**src/rtl/bm25_pkg.sv**
```systemverilog
// ----------------------------------------------------------------------------
// BM25 posting scorer package
// Field widths, scoring constants and derived widths shared by the block.
// ----------------------------------------------------------------------------
package bm25_pkg;

    localparam int TF_W          = 16;
    localparam int DLEN_W        = 20;
    localparam int IDF_W         = 24;
    localparam int SCORE_W       = 24;
    localparam int IDF_FRAC_BITS = 16;

    localparam int DEF_SCORE_FRAC_BITS = 16;

    // score = idf * 780f / (260f + 130 + 3*dlen)
    localparam int K_NUM  = 780;
    localparam int K_TF   = 260;
    localparam int K_BIAS = 130;
    localparam int K_DL   = 3;

    localparam int PROD_W     = IDF_W + TF_W;
    localparam int SCALED_W   = PROD_W + 10;
    localparam int DEN_BASE_W = 25;

    localparam int Q_DEPTH = 2;

    localparam logic [SCORE_W-1:0] SCORE_MAX = {SCORE_W{1'b1}};

endpackage

```
**src/rtl/bm25_posting_scorer.sv**
```systemverilog
// ----------------------------------------------------------------------------
// BM25 posting scorer
// Scores postings of an inverted list and tracks the list maximum.
// ----------------------------------------------------------------------------
// Usage: write the list idf (unsigned Q8.16) on the cfg channel while the
// block is idle; the port is always ready. Postings enter on the in channel
// (valid/stall), one beat per posting; results leave on the out channel
// (valid/stall), one beat per posting, in order.
// Each result carries the saturated Q8.16 score, the list maximum so far and
// the last flag; after the last posting the maximum restarts from zero.
// The serial divider in the back end produces one quotient bit per cycle
// and works on one posting at a time; a posting whose score saturates
// skips the division. The front end and a two-entry queue take further
// postings meanwhile.
// A stalled result is held in the output register; the divider then waits,
// the queue fills and the input stall rises.
// Reset clears the idf, the running maximum and all valid state.
// ----------------------------------------------------------------------------
module bm25_posting_scorer
    import bm25_pkg::*;
#(
    parameter int SCORE_FRAC_BITS = DEF_SCORE_FRAC_BITS
) (
    input  logic               i_clk,
    input  logic               i_rst_n,
    input  logic               i_cfg_valid,
    output logic               o_cfg_ready,
    input  logic [IDF_W-1:0]   i_cfg_idf_weight,
    input  logic               i_in_valid,
    output logic               o_in_stall,
    input  logic [TF_W-1:0]    i_term_freq,
    input  logic [DLEN_W-1:0]  i_doc_length,
    input  logic               i_last_posting,
    output logic               o_out_valid,
    input  logic               i_out_stall,
    output logic [SCORE_W-1:0] o_score,
    output logic [SCORE_W-1:0] o_list_max,
    output logic               o_last
);

    localparam int UP    = (SCORE_FRAC_BITS >= IDF_FRAC_BITS) ?
                           SCORE_FRAC_BITS - IDF_FRAC_BITS : 0;
    localparam int DN    = (SCORE_FRAC_BITS < IDF_FRAC_BITS) ?
                           IDF_FRAC_BITS - SCORE_FRAC_BITS : 0;
    localparam int NUM_W = SCALED_W + UP;
    localparam int DEN_W = DEN_BASE_W + DN;
    localparam int ENT_W = NUM_W + DEN_W + 1;

    logic [IDF_W-1:0] r_idf_weight;
    logic             push;
    logic             full;
    logic             q_valid;
    logic             q_pop;
    logic [NUM_W-1:0] f_num;
    logic [DEN_W-1:0] f_den;
    logic             f_last;
    logic [ENT_W-1:0] q_data;

    assign o_cfg_ready = 1'b1;

    always_ff @(posedge i_clk) begin
        if (!i_rst_n) begin
            r_idf_weight <= '0;
        end else if (i_cfg_valid) begin
            r_idf_weight <= i_cfg_idf_weight;
        end
    end

    bm25_front #(
        .UP    (UP),
        .DN    (DN),
        .NUM_W (NUM_W),
        .DEN_W (DEN_W)
    ) u_front (
        .i_clk          (i_clk),
        .i_rst_n        (i_rst_n),
        .i_in_valid     (i_in_valid),
        .o_in_stall     (o_in_stall),
        .i_term_freq    (i_term_freq),
        .i_doc_length   (i_doc_length),
        .i_last_posting (i_last_posting),
        .i_idf_weight   (r_idf_weight),
        .i_full         (full),
        .o_push         (push),
        .o_num          (f_num),
        .o_den          (f_den),
        .o_last         (f_last)
    );

    bm25_queue #(
        .W (ENT_W)
    ) u_queue (
        .i_clk   (i_clk),
        .i_rst_n (i_rst_n),
        .i_push  (push),
        .i_data  ({f_last, f_den, f_num}),
        .o_full  (full),
        .i_pop   (q_pop),
        .o_valid (q_valid),
        .o_data  (q_data)
    );

    bm25_back #(
        .NUM_W (NUM_W),
        .DEN_W (DEN_W)
    ) u_back (
        .i_clk       (i_clk),
        .i_rst_n     (i_rst_n),
        .i_q_valid   (q_valid),
        .o_q_pop     (q_pop),
        .i_num       (q_data[NUM_W-1:0]),
        .i_den       (q_data[NUM_W+DEN_W-1:NUM_W]),
        .i_last      (q_data[ENT_W-1]),
        .o_out_valid (o_out_valid),
        .i_out_stall (i_out_stall),
        .o_score     (o_score),
        .o_list_max  (o_list_max),
        .o_last      (o_last)
    );

endmodule

```
**src/rtl/bm25_front.sv**
```systemverilog
// ----------------------------------------------------------------------------
// BM25 front end
// Accepts postings, forms numerator and denominator and pushes them on.
// ----------------------------------------------------------------------------
module bm25_front
    import bm25_pkg::*;
#(
    parameter int UP    = 0,
    parameter int DN    = 0,
    parameter int NUM_W = SCALED_W + UP,
    parameter int DEN_W = DEN_BASE_W + DN
) (
    input  logic              i_clk,
    input  logic              i_rst_n,
    input  logic              i_in_valid,
    output logic              o_in_stall,
    input  logic [TF_W-1:0]   i_term_freq,
    input  logic [DLEN_W-1:0] i_doc_length,
    input  logic              i_last_posting,
    input  logic [IDF_W-1:0]  i_idf_weight,
    input  logic              i_full,
    output logic              o_push,
    output logic [NUM_W-1:0]  o_num,
    output logic [DEN_W-1:0]  o_den,
    output logic              o_last
);

    logic                  r_f_valid;
    logic                  n_f_valid;
    logic [PROD_W-1:0]     r_prod;
    logic [DEN_BASE_W-1:0] r_den;
    logic                  r_last;
    logic                  load;
    logic [SCALED_W-1:0]   scaled;
    logic [DEN_BASE_W-1:0] den_new;

    assign o_in_stall = r_f_valid && i_full;
    assign load       = i_in_valid && !o_in_stall;
    assign o_push     = r_f_valid && !i_full;

    assign den_new = DEN_BASE_W'(i_term_freq) * DEN_BASE_W'(K_TF)
                   + DEN_BASE_W'(K_BIAS)
                   + DEN_BASE_W'(i_doc_length) * DEN_BASE_W'(K_DL);

    assign scaled = SCALED_W'(r_prod) * SCALED_W'(K_NUM);
    assign o_num  = NUM_W'(scaled) << UP;
    assign o_den  = DEN_W'(r_den) << DN;
    assign o_last = r_last;

    always_comb begin
        n_f_valid = r_f_valid;
        if (load) begin
            n_f_valid = 1'b1;
        end else if (o_push) begin
            n_f_valid = 1'b0;
        end
    end

    always_ff @(posedge i_clk) begin
        if (!i_rst_n) begin
            r_f_valid <= 1'b0;
        end else begin
            r_f_valid <= n_f_valid;
        end
    end

    always_ff @(posedge i_clk) begin
        if (load) begin
            r_prod <= PROD_W'(i_idf_weight) * PROD_W'(i_term_freq);
            r_den  <= den_new;
            r_last <= i_last_posting;
        end
    end

endmodule

```
**src/rtl/bm25_queue.sv**
```systemverilog
// ----------------------------------------------------------------------------
// BM25 work queue
// Short queue of prepared divisions between front end and divider.
// ----------------------------------------------------------------------------
module bm25_queue
    import bm25_pkg::*;
#(
    parameter int W = 8
) (
    input  logic         i_clk,
    input  logic         i_rst_n,
    input  logic         i_push,
    input  logic [W-1:0] i_data,
    output logic         o_full,
    input  logic         i_pop,
    output logic         o_valid,
    output logic [W-1:0] o_data
);

    localparam int PTR_W = $clog2(Q_DEPTH);
    localparam int CNT_W = $clog2(Q_DEPTH + 1);

    logic [W-1:0]     r_mem [Q_DEPTH];
    logic [PTR_W-1:0] r_wr_ptr;
    logic [PTR_W-1:0] r_rd_ptr;
    logic [CNT_W-1:0] r_count;

    assign o_full  = (r_count == CNT_W'(Q_DEPTH));
    assign o_valid = (r_count != '0);
    assign o_data  = r_mem[r_rd_ptr];

    always_ff @(posedge i_clk) begin
        if (!i_rst_n) begin
            r_wr_ptr <= '0;
            r_rd_ptr <= '0;
            r_count  <= '0;
        end else begin
            if (i_push) begin
                r_wr_ptr <= r_wr_ptr + PTR_W'(1);
            end
            if (i_pop) begin
                r_rd_ptr <= r_rd_ptr + PTR_W'(1);
            end
            if (i_push && !i_pop) begin
                r_count <= r_count + CNT_W'(1);
            end else if (!i_push && i_pop) begin
                r_count <= r_count - CNT_W'(1);
            end
        end
    end

    always_ff @(posedge i_clk) begin
        if (i_push) begin
            r_mem[r_wr_ptr] <= i_data;
        end
    end

endmodule

```
**src/rtl/bm25_back.sv**
```systemverilog
// ----------------------------------------------------------------------------
// BM25 back end
// Serial restoring divider with saturation, running maximum and output beat.
// ----------------------------------------------------------------------------
module bm25_back
    import bm25_pkg::*;
#(
    parameter int NUM_W = SCALED_W,
    parameter int DEN_W = DEN_BASE_W
) (
    input  logic               i_clk,
    input  logic               i_rst_n,
    input  logic               i_q_valid,
    output logic               o_q_pop,
    input  logic [NUM_W-1:0]   i_num,
    input  logic [DEN_W-1:0]   i_den,
    input  logic               i_last,
    output logic               o_out_valid,
    input  logic               i_out_stall,
    output logic [SCORE_W-1:0] o_score,
    output logic [SCORE_W-1:0] o_list_max,
    output logic               o_last
);

    localparam int HI_W  = NUM_W - SCORE_W;
    localparam int REM_W = (HI_W > DEN_W + 1) ? HI_W : DEN_W + 1;
    localparam int CNT_W = $clog2(SCORE_W);

    localparam logic [1:0] ST_IDLE = 2'd0;
    localparam logic [1:0] ST_DIV  = 2'd1;
    localparam logic [1:0] ST_OUT  = 2'd2;

    logic [1:0]         r_state;
    logic [REM_W-1:0]   r_rem;
    logic [DEN_W-1:0]   r_den;
    logic [SCORE_W-1:0] r_lo;
    logic [SCORE_W-1:0] r_quo;
    logic               r_last_q;
    logic [CNT_W-1:0]   r_cnt;
    logic [SCORE_W-1:0] r_max;
    logic               r_out_valid;
    logic [SCORE_W-1:0] r_score;
    logic [SCORE_W-1:0] r_list_max;
    logic               r_last;

    logic [REM_W-1:0]   hi;
    logic               ovf;
    logic [REM_W-1:0]   shifted;
    logic               ge;
    logic               can_load;
    logic [SCORE_W-1:0] max_new;

    assign hi       = REM_W'(i_num[NUM_W-1:SCORE_W]);
    assign ovf      = hi >= REM_W'(i_den);
    assign shifted  = {r_rem[REM_W-2:0], r_lo[SCORE_W-1]};
    assign ge       = shifted >= REM_W'(r_den);
    assign can_load = !r_out_valid || !i_out_stall;
    assign max_new  = (r_quo > r_max) ? r_quo : r_max;
    assign o_q_pop  = (r_state == ST_IDLE) && i_q_valid;

    assign o_out_valid = r_out_valid;
    assign o_score     = r_score;
    assign o_list_max  = r_list_max;
    assign o_last      = r_last;

    always_ff @(posedge i_clk) begin
        if (!i_rst_n) begin
            r_state     <= ST_IDLE;
            r_max       <= '0;
            r_out_valid <= 1'b0;
            r_cnt       <= '0;
        end else begin
            if ((r_state == ST_OUT) && can_load) begin
                r_out_valid <= 1'b1;
            end else if (!i_out_stall) begin
                r_out_valid <= 1'b0;
            end
            unique case (r_state)
                ST_IDLE: begin
                    if (i_q_valid) begin
                        r_cnt   <= '0;
                        r_state <= ovf ? ST_OUT : ST_DIV;
                    end
                end
                ST_DIV: begin
                    r_cnt <= r_cnt + CNT_W'(1);
                    if (r_cnt == CNT_W'(SCORE_W - 1)) begin
                        r_state <= ST_OUT;
                    end
                end
                ST_OUT: begin
                    if (can_load) begin
                        r_max   <= r_last_q ? '0 : max_new;
                        r_state <= ST_IDLE;
                    end
                end
                default: begin
                    r_state <= ST_IDLE;
                end
            endcase
        end
    end

    always_ff @(posedge i_clk) begin
        if (o_q_pop) begin
            r_rem    <= hi;
            r_den    <= i_den;
            r_lo     <= i_num[SCORE_W-1:0];
            r_last_q <= i_last;
            r_quo    <= SCORE_MAX;
        end else if (r_state == ST_DIV) begin
            r_rem <= ge ? (shifted - REM_W'(r_den)) : shifted;
            r_lo  <= {r_lo[SCORE_W-2:0], 1'b0};
            r_quo <= {r_quo[SCORE_W-2:0], ge};
        end
        if ((r_state == ST_OUT) && can_load) begin
            r_score    <= r_quo;
            r_list_max <= max_new;
            r_last     <= r_last_q;
        end
    end

    a_max_covers_score: assert property (@(posedge i_clk) disable iff (!i_rst_n)
        r_out_valid |-> (r_list_max >= r_score))
        else $error("list maximum below score");

    a_rem_below_den: assert property (@(posedge i_clk) disable iff (!i_rst_n)
        (r_state == ST_DIV) |-> (r_rem < REM_W'(r_den)))
        else $error("partial remainder not below divisor");

    a_out_held_when_stalled: assert property (@(posedge i_clk) disable iff (!i_rst_n)
        (r_out_valid && i_out_stall) |=> (r_out_valid && $stable(r_score)))
        else $error("stalled result lost");

    a_max_cleared_after_last: assert property (@(posedge i_clk) disable iff (!i_rst_n)
        ((r_state == ST_OUT) && can_load && r_last_q) |=> (r_max == '0))
        else $error("running maximum not cleared at end of list");

endmodule

```
**config.mk**
```make
export PLATFORM = sky130hd
export DESIGN_NAME = bm25_posting_scorer
export DESIGN_NICKNAME = d
export VERILOG_FILES = /design/src/rtl/bm25_pkg.sv /design/src/rtl/bm25_posting_scorer.sv /design/src/rtl/bm25_front.sv /design/src/rtl/bm25_queue.sv /design/src/rtl/bm25_back.sv
export SDC_FILE = /design/constraint.sdc
export NUM_CORES = 2
export LEC_CHECK = 0
export ABC_CLOCK_PERIOD_IN_PS = 6700
export BUFFER_PORTS_ARGS = -buffer_cell sky130_fd_sc_hd__buf_2
export CAP_MARGIN = 40
export CORE_ASPECT_RATIO = 0.7
export CORE_UTILIZATION = 55
export DETAILED_ROUTE_END_ITERATION = 12
export PLACE_DENSITY = 0.82
export RECOVER_POWER = 100
export SLEW_MARGIN = 10
export SYNTH_ARGS = -nofsm -noshare
export SYNTH_HDL_FRONTEND = slang
export SYNTH_SLANG_ARGS = --single-unit
```
**constraint.sdc**
```tcl
create_clock -name i_clk -period 6.7 [get_ports i_clk]
set_clock_uncertainty 0.05 [all_clocks]
set_input_delay 0 -clock i_clk [delete_from_list [all_inputs] [get_ports i_clk]]
set_output_delay 0 -clock i_clk [all_outputs]
set_load 0.005 [all_outputs]
```
# --- Yosys cells after proc, flatten, opt, wreduce, memory -nomap -nowiden ---
# Memories as Yosys holds them, arrays and structs flattened. A register that Yosys moved wholly into a read port is not among the register bits.
# Cells that the tools add are included.
classes:
  n_reduce_logical: 23
  n_mul: 4
  eq_ne: 8
  magnitude_cmp: 3
  muxes: 24
  addsub: 8
op_table:
  columns: ["cell", "count"]
  rows:
  - ["two-way mux 24 bit", 4]
  - ["two-way mux 25 bit", 3]
  - [">= comparator 26 x 25 -> 1 bit", 2]
  - ["multiplier 40 x 8 -> 48 bit, second input constant", 1]
  - ["multiplier 24 x 16 -> 40 bit", 1]
  - ["adder 25 x 22 -> 25 bit", 1]
  - ["adder 25 x 8 -> 25 bit, second input constant", 1]
  - ["subtractor 25 bit", 1]
  - ["> comparator 24 bit", 1]
  - ["multiplier 16 x 7 -> 23 bit, second input constant", 1]
  - ["multiplier 20 x 2 -> 22 bit, second input constant", 1]
  - ["two-way mux 2 bit", 6]
  - ["one-hot mux 5 bit (2 select lines)", 1]
  - ["nonzero test 2 bit", 5]
  - ["two-way mux 1 bit", 8]
  - ["inequality test 2 x 1 -> 1 bit, second input constant", 4]
  - ["logical AND 1 bit", 7]
  - ["zero test 1 bit", 6]
  - ["one-hot mux 2 bit (3 select lines)", 1]
  - ["adder 5 x 1 -> 5 bit, second input constant", 1]
  - ["== test 5 bit, second input constant", 1]
  - ["two-way mux 5 bit", 1]
  - ["== test 2 bit, second input constant", 2]
  - ["AND reduction 2 bit", 2]
  - ["other kinds (7)", 8]
totals:
  ram_bits: 148
  mem_count: 1
  in_bits: 66
  regBits: 275
mem_list:
  columns: ["memory", "words", "word_bits", "read_ports", "rd_clocked_by_memory_dff", "wr", "line", "text"]
  rows:
  - ["u_queue.r_mem", 2, 74, 1, 1, 1, "bm25_queue.sv:23", "logic [W-1:0] r_mem [Q_DEPTH];"]

# --- Longest topological paths before layout ---
depth:
  ltp_word: 7
  ltp_mapped: 25
  depth_no_buf: 23

# --- By module ---
# Synthesis repeated with hierarchy kept, for this count alone.
unflattened:
  hier_cells: 3583
  area_unflattened_um2: 38011.5
by_module_without_submodules:
  columns: ["module", "area_per_inst_um2", "seq_area_each_um2", "cells_each", "instances"]
  rows:
  - ["bm25_front", 21560.7, 2001.9, 2297, 1]
  - ["bm25_back", 9653.0, 4844.6, 949, 1]
  - ["bm25_queue", 5856.9, 4664.5, 258, 1]
  - ["bm25_posting_scorer", 940.9, 480.5, 79, 1]

# --- Worst setup path before layout ---
# Ideal clock, no wire load.
synth_path:
  path_kind: "flip-flop to flip-flop"
  startpoint: "register r_idf_weight[19]"
  endpoint: "register u_front.r_prod[39] (data pin)"
  t_required_ns: 6.390
  stages_incl_launch_ff: 24
  setup_slack_ns: 0.454
  arrival_ns: 5.937
  n_path_buf: 1
  cell_sequence: "dfxtp_1 clkbuf_1 nand2_1 fa_1 inv_1 fa_1 inv_1 fa_1 inv_1 fa_1 fa_1 inv_1 fa_1 inv_1 ha_1 a21o_1 a21o_1 a21oi_1 nor2_1 nor4_1 o21ai_1 a211o_1 a21oi_1 xnor2_1"
synth_via:
  elab_chain_cells: 1
synth_rtl:
  columns: ["item", "line", "text"]
  rows:
  - ["from (decl)", "bm25_posting_scorer.sv:49", "logic [IDF_W-1:0] r_idf_weight;"]
  - ["from (signal assigned)", "bm25_posting_scorer.sv:65", "r_idf_weight <= i_cfg_idf_weight;"]
  - ["multiplier 24 x 16 -> 40 bit", "bm25_front.sv:69", "r_prod <= PROD_W'(i_idf_weight) * PROD_W'(i_term_freq);"]
  - ["to (signal assigned)", "bm25_front.sv:69", null]
  - ["to (decl)", "bm25_front.sv:30", "logic [PROD_W-1:0] r_prod;"]
# No other way between the ends.
# A chain may end at the register's enable or synchronous reset.

# --- Final worst setup path ---
layout_path:
  startpoint: "input port i_term_freq[2]"
  endpoint: "register u_front.r_prod[38] (data pin)"
layout_via:
  elab_chain_cells: 1
layout_rtl:
  columns: ["item", "line", "text"]
  rows:
  - ["from (decl)", "bm25_posting_scorer.sv:31", "input logic [TF_W-1:0] i_term_freq,"]
  - ["multiplier 24 x 16 -> 40 bit", "bm25_front.sv:69", null]
# No other way between the ends.

==> run metrics <==
# fillers=5402; startpoint class of the critical path=primary input; Core Area=67000 um^2; Num CTS Buffers=41; DR vias/cell=5.56; CP max FO=20; count of unresolved DRC violations after routing=0; average cell area after synthesis=10.2 um^2; critical path class=primary input to register; total global routing overflow=0; setup TNS=0 ns; port bufs=116; final net count=4641; total iterations of the first detailed-routing run=6; clock root cell=clkbuf_16; Max Cap Violations=12; top cells by area, synth=edfxtp_1 27%, fa_1 21%, ha_1 13%, inv_1 6.6%, dfxtp_1 4.6%; crit path DAT=6.84 ns; post-synthesis cell type count=71; Skew-Pair Late Insertion Delay=0.59 ns; CP cell instances=clkbuf_1 > buf_4 > nand2_1 > fa_1 > fa_1 > fa_1 > inv_1 > fa_1 > fa_1 > inv_1 > fa_1 > inv_1 > ha_1 > nand4_1 > or3_1 > nor3_1 > o21ai_1 > o21ai_1 > nand2_1 > o31ai_1 > xor2_1; worst r2r path cells=20; DR iter-0 viols=2132; Hold Path Class=primary input to register; Slew Viols, Final=560; vias in the first global route=26617; EDFF count, synth=336; Yosys top cell area share=26.8%; Placement Rows=79; clk sinks=422; FF+latch count, synth=422; hpwl dp=66.4 mm; crit-path leading delay family=adder cells; gpl congestion=0.918; CTS clock-pin slew for the worst setup and hold paths=0.07 ns; failing checks=max-capacitance violations, max-slew violations; Achievable Freq=153 MHz; WHS Path Cells=3; CTS tree=built; chip width=315 um; Critical Path End Type=register; Mapped Cells=3671; most common cell after layout, fill and taps aside=inv_1; crit path time final=6.55 ns; Top cell by count, worst path=fa_1; Fin. Hold Viols=0; Post-Syn Area=37600 um^2; Crit path buffers/inverters=5; Via Count=26231; clock tree buffer depth=3; Ports=118; Slew HR=-142%; main flop type after synthesis=edfxtp_1; Diodes inserted=0; Final ANT Viol Nets=0; worst hold margin=0.0348 ns; asr flop ratio synth=0%; CP max stage delay=1.03 ns; final period utilization=97.7%; Total Wirelength=85.3 mm; Worst Tran Pin Value=3.62 ns; Final Setup Violations=0; cell count along the critical path=21; chip height=221 um; H-tree depth=2; initial antenna violation count=0; synth warn=0; syn nets=4519; pin count of the biggest net entering global routing=67; WP data required=6.99 ns; most frequent cells in the layout=663 x inv_1, 394 x fa_1, 387 x ha_1; outcome=finished, violations left; most area-hungry cell type in the Yosys netlist=edfxtp_1; Total GRT Usage=24.9%; Worst path slowest cell=clkbuf_1; Seq/Total Area, Yosys=31.4%; initial core utilization=56.1%; WL/cell=18.1 um; wire length of the first global-routing pass=138 mm; Layout area overhead=8.94%; Die Area=69400 um^2; share of cells above drive strength 1=7.03%
-- cell families after synthesis --
family,Yosys count,share of synthesized area (%)
xor+xnor,130,3.03
simple gates,844,10.5
compound gates,573,9.77
flops,422,31.4
mux,123,3.38
buf+inv,796,8.02
other cells,1,0.00997
fa+ha+maj,782,33.9
-- through the flow --
step	utilization [%]	cell area [um^2]	std cells	worst slack, ns
final	61.1	41000	4717	0.151
after global routing	61.1	41000	4717	-0.0179
after CTS	61.3	41100	4715	0.0190
after detailed placement	58.7	39300	4606	-0.116
after global placement	58.6	39300	4603	0.0640
after floorplan	-	37600	3671	0.454
-- what timing repair did --
action | in CTS | in global routing
hold buffers | 33 | 0
gates resized for setup | 8 | 21
cloned | 0 | 0
setup buffers | 0 | 1
pin swaps | 0 | 1
hold endpoints to repair | 32 | 0
endpoints found under the setup margin | 2 | 10
-- Yosys cell counts, types with 92 or more instances --
cell / n
clkbuf_1: 112
and2_1: 171
edfxtp_1: 336
nor2_1: 181
fa_1: 394
o21ai_0: 116
mux2i_1: 92
a21o_1: 94
a21oi_1: 176
ha_1: 388
nand2_1: 338
inv_1: 662
-- final cells by class --
cell class	count	area (um^2)	share of cell area [%]
Clock buffer	55	1150	2.81
Clock inverter	21	250	0.611
Inverter	663	2490	6.08
Multi-Input combinational cell	2453	22800	55.7
Sequential cell	422	11800	28.9
Tap cell	891	1110	2.72
Timing Repair Buffer	212	1290	3.15
-- path summary, 6_finish.rpt --
path / slack, ns / endpoint / startpoint
worst max-delay path: 0.15 / u_front.r_prod[38] / i_term_freq[2]
worst min-delay path: 0.03 / r_idf_weight[11] / i_cfg_valid
worst max register to register: 0.25 / u_front.r_prod[38] / r_idf_weight[19]
worst min register to register: 0.40 / u_queue.r_mem[0][51] / u_front.o_den[3]
-- layer usage --
layer	track usage, %	vias up	wire, um
met3	4.55	120	6660
met4	5.61	0	1700
met2	39.6	1009	38400
met5	0	-	0
li1	-	12353	-
met1	35.7	12749	38600
-- worst register-to-register path, cell delays in order (launching register included) --
cell	delay, ns
dfxtp_1	0.55
buf_4	0.29
nand2_1	0.09
fa_1	0.51
fa_1	0.43
fa_1	0.51
inv_1	0.05
fa_1	0.47
fa_1	0.54
inv_1	0.05
fa_1	0.52
inv_1	0.04
ha_1	0.40
nand4_1	0.20
or3_1	0.35
nor3_1	0.27
o21ai_1	0.18
o21ai_1	0.22
nand2_1	0.11
o31ai_1	0.26
xor2_1	0.10
-- sequential cells by signal (all words and copies together), names as in the netlist, 5 cells and up, named ones only --
register and flops:
u_back.r_cnt 5, u_back.r_den 25, u_back.r_quo 24, u_queue.r_mem 148, u_back.o_score 24, u_back.r_rem 25
u_back.r_lo 22, u_back.o_list_max 24, u_front.r_prod 40, u_back.r_max 24, u_front.o_den 25, r_idf_weight 24
Power is not shown: default switching activity piles up to over one toggle a cycle in this logic, so the estimate is an artifact.
